### config.mk
export PLATFORM = sky130hd
export DESIGN_NAME = framed_dual_duty_command_parser_core
export DESIGN_NICKNAME = d
export VERILOG_FILES = /design/src/fdp_pkg.sv /design/src/fdp_cfg.sv /design/src/fdp_parse.sv /design/src/framed_dual_duty_command_parser_core.sv
export SDC_FILE = /design/constraint.sdc
export NUM_CORES = 1
export LEC_CHECK = 0
export BUFFER_PORTS_ARGS = -buffer_cell sky130_fd_sc_hd__clkbuf_2
export CAP_MARGIN = 20
export CORE_MARGIN = 10
export CORE_UTILIZATION = 60
export CTS_CLUSTER_SIZE = 20
export DETAILED_ROUTE_END_ITERATION = 12
export PLACE_DENSITY = 0.83
export SETUP_SLACK_MARGIN = 0.5
export SYNTH_ARGS = -nofsm -noshare
export SYNTH_HDL_FRONTEND = slang
export SYNTH_HIERARCHICAL = 1
export SYNTH_SLANG_ARGS = --single-unit
export TNS_END_PERCENT = 50
### constraint.sdc
create_clock -name clk_i -period 4.3 [get_ports clk_i]
set_input_delay 0.43 -clock clk_i [delete_from_list [all_inputs] [get_ports clk_i]]
set_output_delay 0.43 -clock clk_i [all_outputs]
set_load 0.05 [all_outputs]
### src/fdp_pkg.sv
// Shared types, constants and helpers of the framed dual duty command parser.
package fdp_pkg;

  localparam int unsigned ByteW = 8;
  localparam int unsigned PosW  = 4;
  localparam int unsigned AddrW = 2;

  // Configuration register indexes
  localparam logic [AddrW-1:0] CfgStartCode  = 2'd0;
  localparam logic [AddrW-1:0] CfgEndCode    = 2'd1;
  localparam logic [AddrW-1:0] CfgSplitCode  = 2'd2;
  localparam logic [AddrW-1:0] CfgFrameLimit = 2'd3;

  // Register reset values
  localparam logic [ByteW-1:0] StartCodeRst  = 8'h5F;
  localparam logic [ByteW-1:0] EndCodeRst    = 8'h2F;
  localparam logic [ByteW-1:0] SplitCodeRst  = 8'h72;
  localparam logic [PosW-1:0]  FrameLimitRst = 4'd15;

  // ASCII digit range
  localparam logic [ByteW-1:0] DigitZero = 8'h30;
  localparam logic [ByteW-1:0] DigitNine = 8'h39;

  typedef struct packed {
    logic [ByteW-1:0] start_code;
    logic [ByteW-1:0] end_code;
    logic [ByteW-1:0] split_code;
    logic [PosW-1:0]  frame_limit;
  } cfg_t;

  typedef struct packed {
    logic [PosW-1:0]  pos;
    logic [ByteW-1:0] left;
    logic             left_open;
    logic [ByteW-1:0] right;
    logic             right_open;
    logic             split_seen;
  } frame_state_t;

  typedef struct packed {
    logic [ByteW-1:0] left_duty;
    logic [ByteW-1:0] right_duty;
    logic             split_found;
  } result_t;

  // Decimal accumulate: acc * 10 + digit, saturated at 255
  function automatic logic [ByteW-1:0] add_digit(input logic [ByteW-1:0] acc,
                                                 input logic [3:0]       digit);
    logic [11:0] sum;
    sum = ({4'd0, acc} << 3) + ({4'd0, acc} << 1) + {8'd0, digit};
    return (sum > 12'd255) ? 8'hFF : sum[ByteW-1:0];
  endfunction

endpackage

### src/fdp_cfg.sv
// Configuration register bank of the command parser.
module fdp_cfg (
  input  logic                     clk_i,
  input  logic                     rst_ni,
  input  logic                     cfg_valid_i,
  output logic                     cfg_ready_o,
  input  logic [fdp_pkg::AddrW-1:0] cfg_addr_i,
  input  logic [fdp_pkg::ByteW-1:0] cfg_data_i,
  output fdp_pkg::cfg_t            cfg_o
);

  fdp_pkg::cfg_t cfg_q, cfg_d;

  assign cfg_ready_o = 1'b1;
  assign cfg_o       = cfg_q;

  // Write the addressed register on each request
  always_comb begin
    cfg_d = cfg_q;
    if (cfg_valid_i) begin
      unique case (cfg_addr_i)
        fdp_pkg::CfgStartCode:  cfg_d.start_code  = cfg_data_i;
        fdp_pkg::CfgEndCode:    cfg_d.end_code    = cfg_data_i;
        fdp_pkg::CfgSplitCode:  cfg_d.split_code  = cfg_data_i;
        fdp_pkg::CfgFrameLimit: cfg_d.frame_limit = cfg_data_i[fdp_pkg::PosW-1:0];
        default:                cfg_d             = cfg_q;
      endcase
    end
  end

  always_ff @(posedge clk_i or negedge rst_ni) begin
    if (!rst_ni) begin
      cfg_q.start_code  <= fdp_pkg::StartCodeRst;
      cfg_q.end_code    <= fdp_pkg::EndCodeRst;
      cfg_q.split_code  <= fdp_pkg::SplitCodeRst;
      cfg_q.frame_limit <= fdp_pkg::FrameLimitRst;
    end else begin
      cfg_q <= cfg_d;
    end
  end

endmodule

### src/fdp_parse.sv
// Frame state update and result register of the command parser.
module fdp_parse (
  input  logic                      clk_i,
  input  logic                      rst_ni,
  input  fdp_pkg::cfg_t             cfg_i,
  input  logic [fdp_pkg::PosW-1:0]  limit_i,
  input  logic                      in_valid_i,
  output logic                      in_ready_o,
  input  logic [fdp_pkg::ByteW-1:0] in_byte_i,
  output logic                      out_valid_o,
  input  logic                      out_ready_i,
  output fdp_pkg::result_t          out_o
);

  fdp_pkg::frame_state_t st_q, st_d, st_clr;
  fdp_pkg::result_t      res_q, res_d;
  logic                  out_valid_q, out_valid_d;
  logic                  adv, fire;
  logic                  is_start, is_end, is_split, is_digit;
  logic [3:0]            digit;

  // Take a byte whenever the result register is free or being drained
  assign adv        = !out_valid_q || out_ready_i;
  assign fire       = in_valid_i && adv;
  assign in_ready_o = adv;

  assign is_start = (in_byte_i == cfg_i.start_code);
  assign is_end   = (in_byte_i == cfg_i.end_code);
  assign is_split = (in_byte_i == cfg_i.split_code);
  assign is_digit = (in_byte_i >= fdp_pkg::DigitZero) && (in_byte_i <= fdp_pkg::DigitNine);
  assign digit    = 4'(in_byte_i - fdp_pkg::DigitZero);

  always_comb begin
    st_clr            = '0;
    st_clr.left_open  = 1'b1;
  end

  // Advance the frame state for one byte
  always_comb begin
    st_d  = st_q;
    res_d = res_q;
    if (fire) begin
      priority if (is_start) begin
        st_d = st_q;
      end else if (is_end) begin
        res_d.left_duty   = st_q.split_seen ? st_q.left  : '0;
        res_d.right_duty  = st_q.split_seen ? st_q.right : st_q.left;
        res_d.split_found = st_q.split_seen;
        st_d              = st_clr;
      end else if (st_q.pos < limit_i) begin
        if (st_q.pos != '0) begin
          priority if (is_split) begin
            st_d.split_seen = 1'b1;
            st_d.left_open  = 1'b0;
            st_d.right      = '0;
            st_d.right_open = 1'b1;
          end else if (is_digit) begin
            if (st_q.left_open)  st_d.left  = fdp_pkg::add_digit(st_q.left, digit);
            if (st_q.right_open) st_d.right = fdp_pkg::add_digit(st_q.right, digit);
          end else begin
            st_d.left_open  = 1'b0;
            st_d.right_open = 1'b0;
          end
        end
        st_d.pos = st_q.pos + 1'b1;
      end
    end
  end

  // Hold the result until taken, load it on an end byte
  always_comb begin
    out_valid_d = out_valid_q;
    if (fire && !is_start && is_end) begin
      out_valid_d = 1'b1;
    end else if (out_ready_i) begin
      out_valid_d = 1'b0;
    end
  end

  always_ff @(posedge clk_i or negedge rst_ni) begin
    if (!rst_ni) begin
      st_q        <= st_clr;
      out_valid_q <= 1'b0;
    end else begin
      st_q        <= st_d;
      out_valid_q <= out_valid_d;
    end
  end

  always_ff @(posedge clk_i) begin
    res_q <= res_d;
  end

  assign out_valid_o = out_valid_q;
  assign out_o       = res_q;

  // Position stays within the full-width frame range of 15
  a_pos_range: assert property (@(posedge clk_i) disable iff (!rst_ni)
    (st_q.pos <= 4'd15))
    else $error("frame position out of range");

  // Right field opens only after a split byte
  a_right_after_split: assert property (@(posedge clk_i) disable iff (!rst_ni)
    st_q.right_open |-> st_q.split_seen)
    else $error("right field open without split");

  // Frame is cleared after the end byte emits
  a_clear_on_end: assert property (@(posedge clk_i) disable iff (!rst_ni)
    (fire && !is_start && is_end) |=> (st_q.pos == '0 && !st_q.split_seen && out_valid_q))
    else $error("frame not cleared after end byte");

  // A result is never overwritten while waiting
  a_no_overwrite: assert property (@(posedge clk_i) disable iff (!rst_ni)
    (out_valid_q && !out_ready_i) |-> !fire)
    else $error("byte taken while result stalled");

endmodule

### src/framed_dual_duty_command_parser_core.sv
// Top level of the framed dual duty command parser: input register, parser, config.
//
//  channel   dir  handshake                      payload
//  s_axis    in   s_axis_tvalid_i/s_axis_tready_o tdata[7:0] rx_byte
//  m_axis    out  m_axis_tvalid_o/m_axis_tready_i tdata[7:0] left_duty, [15:8] right_duty;
//                                                 tuser[0] split_found
//  cfg       in   cfg_valid_i/cfg_ready_o         cfg_addr_i index, cfg_data_i value
//
// One byte is accepted per cycle unless stalled; the frame state updates in a single pass.
// An end byte's result passes the input register, then the result register, before tvalid.
// A waiting result stalls the parser; an empty input register takes one byte, then tready drops.
// Reset clears the frame state and loads the default codes; config is always ready.
module framed_dual_duty_command_parser_core #(
  parameter int unsigned MAX_FRAME = 15
) (
  input  logic        clk_i,
  input  logic        rst_ni,
  input  logic        s_axis_tvalid_i,
  output logic        s_axis_tready_o,
  input  logic [7:0]  s_axis_tdata_i,   // [7:0] rx_byte
  output logic        m_axis_tvalid_o,
  input  logic        m_axis_tready_i,
  output logic [15:0] m_axis_tdata_o,   // [7:0] left_duty, [15:8] right_duty
  output logic [0:0]  m_axis_tuser_o,   // [0] split_found
  input  logic        cfg_valid_i,
  output logic        cfg_ready_o,
  input  logic [1:0]  cfg_addr_i,
  input  logic [7:0]  cfg_data_i
);

  localparam logic [fdp_pkg::PosW-1:0] MaxFrameW = fdp_pkg::PosW'(MAX_FRAME);

  fdp_pkg::cfg_t             cfg;
  fdp_pkg::result_t          res;
  logic [fdp_pkg::PosW-1:0]  limit;
  logic                      in_valid_q, in_valid_d;
  logic [fdp_pkg::ByteW-1:0] in_byte_q, in_byte_d;
  logic                      stage_ready;
  logic                      s_fire;

  fdp_cfg u_cfg (
    .clk_i       (clk_i),
    .rst_ni      (rst_ni),
    .cfg_valid_i (cfg_valid_i),
    .cfg_ready_o (cfg_ready_o),
    .cfg_addr_i  (cfg_addr_i),
    .cfg_data_i  (cfg_data_i),
    .cfg_o       (cfg)
  );

  // Clamp the frame limit to the built frame size
  assign limit = (cfg.frame_limit > MaxFrameW) ? MaxFrameW : cfg.frame_limit;

  // Input register: refill whenever it is empty or the held byte moves on
  assign s_axis_tready_o = !in_valid_q || stage_ready;
  assign s_fire          = s_axis_tvalid_i && s_axis_tready_o;

  always_comb begin
    in_valid_d = in_valid_q;
    in_byte_d  = in_byte_q;
    if (s_axis_tready_o) begin
      in_valid_d = s_axis_tvalid_i;
    end
    if (s_fire) begin
      in_byte_d = s_axis_tdata_i;
    end
  end

  always_ff @(posedge clk_i or negedge rst_ni) begin
    if (!rst_ni) begin
      in_valid_q <= 1'b0;
    end else begin
      in_valid_q <= in_valid_d;
    end
  end

  always_ff @(posedge clk_i) begin
    in_byte_q <= in_byte_d;
  end

  fdp_parse u_parse (
    .clk_i       (clk_i),
    .rst_ni      (rst_ni),
    .cfg_i       (cfg),
    .limit_i     (limit),
    .in_valid_i  (in_valid_q),
    .in_ready_o  (stage_ready),
    .in_byte_i   (in_byte_q),
    .out_valid_o (m_axis_tvalid_o),
    .out_ready_i (m_axis_tready_i),
    .out_o       (res)
  );

  assign m_axis_tdata_o = {res.right_duty, res.left_duty};
  assign m_axis_tuser_o = res.split_found;

  // A request accepted into a full input register would be lost
  a_no_drop: assert property (@(posedge clk_i) disable iff (!rst_ni)
    (in_valid_q && !stage_ready) |-> !s_axis_tready_o)
    else $error("input register overrun");

endmodule

Yosys cells after proc, flatten, opt, wreduce, memory -nomap -nowiden --
Cells that the tools add are included.
Word-level totals: output and inout port bits 20, input port bits 23, word-level logic and storage cells 84, register bits 78
Cells by class: bitwise operators 1, $add $sub $neg 6, reduce and logical (&&, ||, !) cells 30, muxes and demuxes 17, equality and inequality tests 8, $lt $le $gt $ge 6
Operators with widths (count):
- 2-to-1 mux 8 bit | 8
- 2-to-1 mux 23 bit | 2
- adder 11 x 9 -> 12 bit | 2
- adder 12 x 4 -> 12 bit | 2
- equality test 8 bit | 3
- > comparator 12 x 8 -> 1 bit, second input constant | 2
- 2-to-1 mux 19 bit | 1
- nonzero test 2 bit | 6
- 2-to-1 mux 10 bit | 1
- AND reduction 5 bit | 2
- >= comparator 8 x 6 -> 1 bit, second input constant | 1
- less-or-equal comparator 8 x 6 -> 1 bit, second input constant | 1
- AND reduction 2 bit | 4
- AND reduction 7 bit | 1
- AND reduction 3 bit | 2
- AND reduction 6 bit | 1
- nonzero test 3 bit | 2
- logical AND 1 bit | 5
- adder 4 x 1 -> 4 bit, second input constant | 1
- equality test 2 bit, second input constant | 2
- > comparator 4 bit, second input constant | 1
- less-than comparator 4 bit | 1
- 2-to-1 mux 1 bit | 4
- 2-to-1 mux 4 bit | 1
- 9 further kinds | 12

Longest topological paths before layout --
Gate-level depths: netlist (run 1).
word-level depth 10, depth in mapped cells 9, mapped depth without buffers 9

By module --
The synthesis (run 1) kept the hierarchy.
Modules (own cells, without submodules):
- fdp_parse | sequential area each 1112.3 um^2, area each 3136.8 um^2, instances 1, cells each 303
- fdp_cfg | sequential area each 724.4 um^2, area each 1097.3 um^2, instances 1, cells each 62
- framed_dual_duty_command_parser_core | sequential area each 265.3 um^2, area each 294.0 um^2, instances 1, cells each 12

Worst setup path before layout (run 1) --
No wires, ideal clock.
path type register to register, start point register in_byte_q[3] in the netlist's numbering, end point register u_parse/st_q[15] in the netlist's numbering, arrival 3118 ps, required time 4175 ps, path slack 1057 ps, clock period less this slack 3243 ps, path buffers 0, library setup time 125 ps, cell stages (with the launch flop) 9, cells stage by stage edfxtp_1 > fa_1 > fa_1 > a211oi_2 > nor4_1 > or3_4 > a2111oi_4 > a31oi_1 > mux2_2
Between the ends: cells in the longest elaborated chain, start to end 10, elaborated cells between the ends (all ways) 23, those cells by class 2 x add/sub; 3 x order compare; 4 x eq/ne; 7 x mux; 1 x bitwise; 6 x reduce/logical
RTL lines:
- start, declared | RTL line framed_dual_duty_command_parser_core.sv:37 | logic [fdp_pkg::ByteW-1:0] in_byte_q, in_byte_d;
- start signal, assigned | RTL line framed_dual_duty_command_parser_core.sv:78 | in_byte_q <= in_byte_d;
- subtractor 4 x 1 -> 4 bit | RTL line fdp_parse.sv:31 | assign digit = 4'(in_byte_i - fdp_pkg::DigitZero);
- adder 12 x 4 -> 12 bit | RTL line fdp_pkg.sv:50 | sum = ({4'd0, acc} << 3) + ({4'd0, acc} << 1) + {8'd0, digit};
- > comparator 12 x 8 -> 1 bit | RTL line fdp_pkg.sv:51 | return (sum > 12'd255) ? 8'hFF : sum[ByteW-1:0];
- 2-to-1 mux 8 bit | RTL line fdp_pkg.sv:51
- 2-to-1 mux 8 bit | RTL line fdp_parse.sv:58 | if (st_q.left_open) st_d.left = fdp_pkg::add_digit(st_q.left, digit);
- 2-to-1 mux 8 bit | RTL line fdp_parse.sv:57 | end else if (is_digit) begin
- 2-to-1 mux 8 bit | RTL line fdp_parse.sv:52 | priority if (is_split) begin
- 2-to-1 mux 19 bit | RTL line fdp_parse.sv:51 | if (st_q.pos != '0) begin
- 2-to-1 mux 23 bit | RTL line fdp_parse.sv:50 | end else if (st_q.pos < limit_i) begin
- 2-to-1 mux 23 bit | RTL line fdp_parse.sv:45 | end else if (is_end) begin
- end signal, assigned | RTL line fdp_parse.sv:82 | st_q <= st_clr;
- end signal, assigned | RTL line fdp_parse.sv:85 | st_q <= st_d;
- end, declared | RTL line fdp_parse.sv:15 | fdp_pkg::frame_state_t st_q, st_d, st_clr;
Parallel ways exist; a longest one is shown, timed or not. The select of a mux whose other input is x is not followed. A chain may end at the register's enable or synchronous reset.

Final worst setup path (run 1) --
start point register in_byte_q[3] in the netlist's numbering, end point register u_parse/st_q[17] in the netlist's numbering
Same word-level chain as after synthesis.

==> results of run 1 <==
[path summary, 6_finish.rpt]
path | endpoint | cells after the start | from
min in group clk_i | in_byte_q[6] | 1 | s_axis_tdata_i[6]
max in group asynchronous | u_parse/out_valid_o | 2 | rst_ni
worst min register to register | u_parse/st_q[1] | 2 | u_parse/st_q[1]
worst min-delay path | u_cfg/cfg_o[11] | 2 | rst_ni
worst max-delay path | u_parse/st_q[17] | 8 | in_byte_q[3]
worst max register to register | u_parse/st_q[17] | 8 | in_byte_q[3]
[sequential cells by signal (all words and copies together) (netlist names)]
name                 count
in_valid_q               1
u_parse/out_valid_o      1
u_parse/out_o           17
u_parse/st_q            23
u_cfg/cfg_o             28
in_byte_q                8
[logic make-up after synthesis]
| group | synth area share |
|---|---|
| fa+ha+maj | 0.114 |
| flops | 0.464 |
| xor+xnor | 0.0658 |
| buf+inv | 0.0260 |
| mux | 0.112 |
| simple gates | 0.102 |
| other cells | 0.000828 |
| compound gates | 0.116 |
[layout make-up]
class / instances / area (µm²)
multi-input cells: 271 / 2310
fillers: 545 / 2280
flip-flops and latches: 78 / 2100
repair buffers: 43 / 220
clock buffers: 9 / 124
well taps: 99 / 124
inverters: 21 / 78.8
clock inverters: 7 / 55.1
[critical path, cell delays in order (launching register included)]
cell and delay [ps]:
edfxtp_1 560, fa_1 580, fa_1 500, a211oi_2 320, nor4_1 100, or3_4 350, a2111oi_4 550, a31oi_1 160
mux2_2 300
[stage by stage]
stage | hold slack (ps) | worst slack (ps) | total power, mW
after global routing | 228 | 538 | 2.05
after floorplan | 134 | 1060 | 1.32
after CTS | 221 | 745 | 1.95
after detailed placement | 499 | 762 | 1.44
final | 206 | 765 | 1.93
after global placement | 490 | 842 | 1.41
[layer usage]
metal,vias up,routed length (µm),GRT usage
li1,1491,-,-
met1,1478,4050,0.202
met2,74,4640,0.293
met3,11,377,0.0413
met4,0,104,0.0406
met5,-,0,0
[layout by cell type, fill, tap and decap left out, types with 4 or more instances in the layout]
cell      count
xnor2_1      13
a21o_1       13
fa_1          4
nor3_1        4
clkbuf_8      9
edfxtp_1     25
dfrtp_1      33
a21oi_1      14
nand3_1       4
xor2_1       21
nand4_1       9
dfstp_2      20
clkbuf_2     41
inv_1        21
a31oi_1      17
ha_1         35
mux2_2       44
nand2_1      14
o21ai_0      13
nor2_1       10
nor4_1        6
and2_1       10
[power by group]
part	switching [mW]	internal, mW
Sequential	0.103	0.884
Combinational	0.227	0.217
Clock	0.286	0.216
Total	0.617	1.32
==> flow_metrics.py, run 1 <==
metrics = {
    "layout": {
        "post-route-util": 0.687,
        "final_cells": 528,
        "area.growth.synth_to_final_pct": 10.7,
        "drive_gt1_frac": 0.317,
        "stdcell_area_mm2": 0.00501,
        "antenna_cells": 0,
        "nets": 486,
    },
    "logic_synthesis": {
        "syn_nets": 439,
        "synth_area_mm2": 0.00453,
        "yosysWarnings": 6,
        "syn_area_per_cell_um2": 12.0,
        "syn_inst": 377,
        "synth_ff_type": "dfrtp_1",
        "seq_area_frac_synth": 0.464,
        "yosys.area.top_type": "dfrtp_1",
        "synth_top_cell_area_share": 0.182,
        "ys_top_cells_by_count": "44 x mux2_2, 35 x ha_1, 33 x dfrtp_1",
        "async_flop_share": 0.679,
        "yosysMostFrequentCell": "mux2_2",
        "ys_types": 53,
        "synthTopCellsByArea": "dfrtp_1 18%, edfxtp_1 17%, dfstp_2 12%",
        "synth-edff-count": 25,
        "synth_seq_cells": 78,
    },
    "detailed_routing": {
        "remaining_drc_errors": 0,
        "drtPass1Iterations": 4,
        "drt_iter0_drc": 162,
        "drt-total-wl_mm": 9.17,
        "ant_nets": 0,
        "num_vias": 3054,
        "wl_per_cell_um": 17.4,
        "vias_per_cell": 5.78,
    },
    "placed_design": {
        "portBuffers": 41,
        "globalplace.congestion": 0.825,
        "place_inst": 512,
        "hpwl_mm": 6.80,
        "place_area_mm2": 0.00483,
    },
    "pwr": {
        "power.density_mw_per_mm2": 386,
        "peakVddDrop_uv": 265,
        "p_leak_nw": 2.37,
    },
    "cts": {
        "post_cts_buffers": 0,
        "hold_buffers": 0,
        "cts_resized": 0,
        "cts_tree": "yes",
        "clock_sinks": 78,
        "h-tree-depth": 3,
        "cts_buffers": 9,
        "insertion_delay_ps": 350,
        "cts_root_buf": "clkbuf_8",
        "clk_path_buf_depth": 2,
        "clk_pin_slew_ps": 90,
    },
    "timing": {
        "finalClockSkew_ps": 10.8,
        "finalHoldViolCount": 0,
        "slew_headroom": 0.400,
        "tightest_slew_ps": 900,
        "finalCritPeriodShare": 0.822,
        "period_minus_slack_ps": 3540,
        "fmax_mhz": 283,
        "finalSetupViolCount": 0,
        "rsz0062_at_grt": "no",
        "fin_tns_setup_ps": 0,
        "drv_slew": 0,
    },
    "die": {
        "core-area_mm2": 0.00729,
        "ios": 43,
        "initial_core_util": 0.621,
        "dieArea_mm2": 0.0114,
        "row_count": 31,
        "die_h_um": 107,
        "die_w_um": 107,
    },
    "global_routing": {
        "antenna_found_initial": 0,
        "grt_pass1_vias": 3117,
        "grt_max_degree": 54,
        "grt_overflow": 0,
        "grt_pass1_wl_mm": 15.5,
        "grt_use_total": 0.168,
    },
    "worst_setup_path": {
        "critPathArrivalTime_ps": 3770,
        "start_kind": "register",
        "criticalPathCategory": "reg2reg",
        "path_max_fanout": 8,
        "rrSetupSlack_ps": 760,
        "cp.required_ps": 4530,
        "end_kind": "register",
    },
    "flow_run": {
        "cap_violations": 0,
    },
    "outcome": {
        "status": "completed",
    },
    "worst_hold_path": {
        "hold_class": "in2async",
    },
}
Note: power is estimated with default switching activity, not from simulation.
==> run 2: changes to the inputs <==
Clock period 4.3 ns to 3.6 ns, I/O delays scaled along.
==> run 2 against run 1 <==
Against the previous run:
- count of clock-buffer cells in the layout is 3 higher
- clock skew is 4.1 ps lower
- final cell count is 1.9% higher
- global-route usage is 0.46 points lower
- hold slack worse by 180 ps
==> flow_metrics.py, run 2 (same netlist as run 1, synthesis figures left out) <==
metrics = {
    "pwr": {
        "power.density_mw_per_mm2": 479,
        "p_leak_nw": 2.45,
        "switching_share": 0.286,
        "p_int_mw": 1.77,
        "peakVddDrop_uv": 324,
        "combPwrFrac": 0.226,
        "clkPwrFrac": 0.300,
        "switchingPower_mw": 0.710,
        "pwr-share-seq": 0.474,
    },
    "global_routing": {
        "antenna_found_initial": 0,
        "grt_max_degree": 29,
        "grt_use_total": 0.163,
        "grt_overflow": 0,
        "grt_pass1_wl_mm": 15.2,
        "grt_pass1_vias": 3206,
    },
    "detailed_routing": {
        "wl_per_cell_um": 16.9,
        "drtPass1Iterations": 4,
        "ant_nets": 0,
        "drt-total-wl_mm": 9.11,
        "num_vias": 3127,
        "remaining_drc_errors": 0,
        "vias_per_cell": 5.81,
        "drt_iter0_drc": 119,
    },
    "die": {
        "ios": 43,
        "die_h_um": 107,
        "row_count": 31,
        "core-area_mm2": 0.00729,
        "dieArea_mm2": 0.0114,
        "die_w_um": 107,
        "initial_core_util": 0.621,
    },
    "timing": {
        "drv_slew": 0,
        "fin_tns_setup_ps": 0,
        "period_minus_slack_ps": 3120,
        "tightest_slew_ps": 690,
        "finalHoldViolCount": 0,
        "fmax_mhz": 321,
        "finalSetupViolCount": 0,
        "finalCritPeriodShare": 0.866,
        "slew_headroom": 0.536,
        "holdWs_ps": 25.2,
        "rsz0062_at_grt": "yes",
        "finalClockSkew_ps": 6.73,
    },
    "layout": {
        "layout_commonest_cell": "mux2_2",
        "most-common-layout-cells": "42 x mux2_2, 41 x clkbuf_2, 33 x dfrtp_1, 33 x ha_1, 25 x edfxtp_1",
        "largest_reg_flops": 28,
        "drive_gt1_frac": 0.339,
        "nets": 496,
        "area.growth.synth_to_final_pct": 14.5,
        "antenna_cells": 0,
    },
    "worst_setup_path": {
        "critPathArrivalTime_ps": 3350,
        "cpPeakStageDelay_ps": 500,
        "rr_endpoint": "u_parse/st_q[16]",
        "rrSetupSlack_ps": 480,
        "criticalPathCategory": "reg2reg",
        "worstReg2RegStart": "u_parse/st_q[13]",
        "path_max_fanout": 8,
        "cp.required_ps": 3830,
        "crit_path_top_delay_cell": "fa_1",
        "crit_chain": "fa_1, fa_2, a211oi_4, nor4_2, or3_4, a2111oi_4, buf_4, a31oi_1, mux2_2",
        "end_kind": "register",
        "start_kind": "register",
        "r2r_cells": 9,
    },
    "cts": {
        "clk_pin_slew_ps": 80,
        "h-tree-depth": 3,
        "cts_buffers": 9,
        "clk_path_buf_depth": 2,
        "cts_tree": "yes",
        "hold_buffers": 0,
        "clock_sinks": 78,
        "insertion_delay_ps": 340,
        "cts_root_buf": "clkbuf_8",
    },
    "placed_design": {
        "globalplace.congestion": 0.814,
        "hpwl_mm": 6.79,
        "portBuffers": 41,
    },
    "flow_run": {
        "cap_violations": 0,
    },
    "worst_hold_path": {
        "hold_class": "in2async",
    },
    "outcome": {
        "status": "completed",
    },
}
[run 2: cell count changes in the layout (fill, tap and decap cells not counted), sizes merged]
cell      previous run  this run
buf                  2        12
clkbuf              50        53
bufinv               0         2
clkinvlp             1         0
inv                 25        21
[run 2: stage by stage]
step / util / total power, mW / cells / cell area (µm²) / setup WS (ps)
6_report: 0.711 / 2.48 / 538 / 5180 / 484
3_3_place_gp: 0.665 / 1.69 / 514 / 4850 / 331
5_1_grt: 0.711 / 2.63 / 538 / 5180 / 412
4_1_cts: 0.704 / 2.47 / 536 / 5130 / 508
2_1_floorplan: - / 1.58 / 377 / 4530 / 526
3_5_place_dp: 0.665 / 1.72 / 514 / 4850 / 314
[run 2: worst max path at each step]
stage,from,to,cells after the start
after floorplan,in_byte_q[3],u_parse/st_q[15],8
after global placement,in_byte_q[3],u_parse/st_q[18],8
after detailed placement,in_byte_q[3],u_parse/st_q[16],8
after CTS,in_byte_q[3],u_parse/st_q[16],9
after global routing,in_byte_q[3],u_parse/st_q[13],9
final,u_parse/st_q[13],u_parse/st_q[16],9
[run 2: layer usage]
| metal | part of all wire | global-route usage | vias up |
|---|---|---|---|
| li1 | - | - | 1511 |
| met1 | 0.43 | 0.196 | 1543 |
| met2 | 0.52 | 0.281 | 66 |
| met3 | 0.046 | 0.0407 | 7 |
| met4 | 0.0071 | 0.0484 | 0 |
| met5 | 0 | 0 | - |
[run 2: power groups by stage]
stage          combinational [mW]  clock (mW)  sequential, mW
6_report                    0.561       0.744            1.18
5_1_grt                     0.640       0.795            1.19
4_1_cts                     0.543       0.754            1.18
3_5_place_dp                0.521           0            1.20
3_3_place_gp                0.501           0            1.19
2_1_floorplan               0.435           0            1.15
[run 2: critical path: cells and delay by family, from the launching register on]
kind                       cells  cell delay (ps)
adders and majority gates      2              890
AOI/OAI and AO/OA              3              720
and+or+nand+nor                2              440
DFF                            1              460
buffers and inverters          1              200
muxes                          1              290
[run 2: layout make-up]
type	count	area, µm²
sequential	78	2100
clock inverter	4	77.6
clock buffer	12	156
tap	99	124
timing repair buffer	53	295
fill	522	2110
multi-input combinational	271	2350
inverter	21	78.8
[run 2: repair_timing]
action,in CTS,in global routing
endpoints found under the setup margin,8,16
buffers inserted,6,2
gates resized for setup,0,8
pin swaps,4,3
==> run 3: changes to the inputs <==
Settings changed: BUFFER_PORTS_ARGS -buffer_cell sky130_fd_sc_hd__clkbuf_2 to -buffer_cell sky130_fd_sc_hd__buf_2, CTS_CLUSTER_SIZE 20 to default.
==> run 3 against run 2 <==
Against the previous run:
- clock power shrank 19%
- final area fell by 1.3%
- non-clock buffer count up 1
- sequential power about the same
- clock skew grew 3.9 ps
- routed wire length grew 3.2%
- worst setup slack improved by 14 ps
- flip-flop and latch count did not move
- die area is the same
- first-iteration DRC count fell by 27%
- register-to-register slack is essentially flat
- hold slack improved by 160 ps
==> flow_metrics.py, run 3 (same netlist as run 1, synthesis figures left out) <==
metrics = {
    "outcome": {
        "status": "completed",
    },
    "flow_run": {
        "cap_violations": 0,
    },
    "placed_design": {
        "place_inst": 514,
        "pre_cts_ws_ps": 285,
        "globalplace.congestion": 0.831,
        "portBuffers": 41,
        "hpwl_mm": 6.96,
    },
    "detailed_routing": {
        "ant_nets": 0,
        "num_vias": 3146,
        "drtPass1Iterations": 4,
        "drt_iter0_drc": 87,
        "wl_per_cell_um": 17.4,
        "drt-total-wl_mm": 9.40,
        "remaining_drc_errors": 0,
        "vias_per_cell": 5.84,
    },
    "worst_setup_path": {
        "r2r_cells": 10,
        "cp.required_ps": 3830,
        "rrSetupSlack_ps": 500,
        "worstReg2RegStart": "in_byte_q[2]",
        "critPathArrivalTime_ps": 3340,
        "criticalPathCategory": "reg2reg",
        "rr_endpoint": "u_parse/st_q[17]",
        "end_kind": "register",
        "path_max_fanout": 8,
        "start_kind": "register",
    },
    "layout": {
        "nets": 497,
        "antenna_cells": 0,
        "drive_gt1_frac": 0.343,
        "fillers": 551,
        "post-route-util": 0.702,
        "final_cells": 539,
        "multiInputGateArea_mm2": 0.00232,
        "area.growth.synth_to_final_pct": 13.1,
        "largest_reg_flops": 28,
        "layout_commonest_cell": "mux2_2",
        "most-common-layout-cells": "44 x mux2_2, 41 x buf_2, 34 x ha_1",
        "ff_latch_area_mm2": 0.00210,
    },
    "global_routing": {
        "grt_use_total": 0.169,
        "grt_pass1_vias": 3319,
        "globalRouteMet3Util": 0.0335,
        "grt_overflow": 0,
        "antenna_found_initial": 0,
        "met2_usage": 0.299,
        "grt_max_degree": 33,
        "grt_util_met1": 0.201,
        "gr-max-usage-layer": "met2",
        "grt_pass1_wl_mm": 15.9,
    },
    "timing": {
        "fmax_mhz": 322,
        "tightest_slew_ps": 652,
        "holdWs_ps": 184,
        "slew_headroom": 0.561,
        "finalSetupViolCount": 0,
        "setup_slack_ps": 498,
        "finalClockSkew_ps": 10.6,
        "finalCritPeriodShare": 0.862,
        "period_minus_slack_ps": 3100,
        "fin_tns_setup_ps": 0,
        "drv_slew": 0,
        "rsz0062_at_grt": "yes",
        "finalHoldViolCount": 0,
    },
    "die": {
        "dieArea_mm2": 0.0114,
        "ios": 43,
        "die_h_um": 107,
        "row_count": 31,
        "initial_core_util": 0.621,
        "core-area_mm2": 0.00729,
        "die_w_um": 107,
    },
    "cts": {
        "cts_tree": "yes",
        "cts_root_buf": "clkbuf_8",
        "clock_sinks": 78,
        "h-tree-depth": 3,
        "clk_pin_slew_ps": 80,
        "insertion_delay_ps": 340,
        "cts_buffers": 9,
        "clk_path_buf_depth": 2,
    },
    "worst_hold_path": {
        "holdCritStartpoint": "s_axis_tdata_i[4]",
        "hold_class": "in2reg",
        "hold_depth": 1,
        "min_to": "in_byte_q[4]",
    },
    "pwr": {
        "power.density_mw_per_mm2": 457,
        "peakVddDrop_uv": 336,
        "p_leak_nw": 2.42,
    },
}
==> run 3: layout make-up <==
| class | instances | area share |
|---|---|---|
| inverters | 21 | 0.0154 |
| repair buffers | 54 | 0.0596 |
| flip-flops and latches | 78 | 0.411 |
| well taps | 99 | 0.0242 |
| multi-input cells | 271 | 0.454 |
| clock buffers | 10 | 0.0269 |
| clock inverters | 6 | 0.00904 |
==> run 3: what timing repair did <==
action,4_1_cts,5_1_grt
setup buffers,7,1
endpoints found under the hold margin,8,0
setup endpoints to repair,8,16
pin swaps,4,1
gates resized for setup,0,4
hold buffers,1,0
==> run 3: worst max path at each step <==
stage,from,to,slack (ps)
2_1_floorplan,in_byte_q[3],u_parse/st_q[15],530
3_3_place_gp,in_byte_q[3],u_parse/st_q[18],320
3_5_place_dp,in_byte_q[3],u_parse/st_q[17],290
4_1_cts,in_byte_q[2],u_parse/st_q[17],500
5_1_grt,in_byte_q[3],u_parse/st_q[15],370
6_report,in_byte_q[2],u_parse/st_q[17],500
==> run 3: layer usage <==
layer / vias up / part of all wire
met5: - / 0
met4: 0 / 0.011
met3: 12 / 0.046
met2: 78 / 0.51
met1: 1552 / 0.43
li1: 1504 / -
==> run 3: critical path, stage by stage (launching register included) <==
cell and delay (ps):
edfxtp_1 410, ha_1 310, ha_2 210, fa_2 400
a211oi_2 260, nor4_1 100, or3_4 350, a2111oi_4 350
buf_4 210, a31oi_1 90, mux2_2 280
==> run 3: report_power, final <==
part | internal, mW | leakage, nW | switching, mW
clock network | 0.272 | 0.0889 | 0.327
logic | 0.279 | 1.44 | 0.288
registers | 1.06 | 0.895 | 0.118
total | 1.61 | 2.42 | 0.733
==> run 3: stage by stage <==
step,power (mW),cell area (µm²)
after floorplan,1.58,4530
after global placement,1.70,4850
after detailed placement,1.73,4850
after CTS,2.35,5100
after global routing,2.49,5120
final,2.34,5120
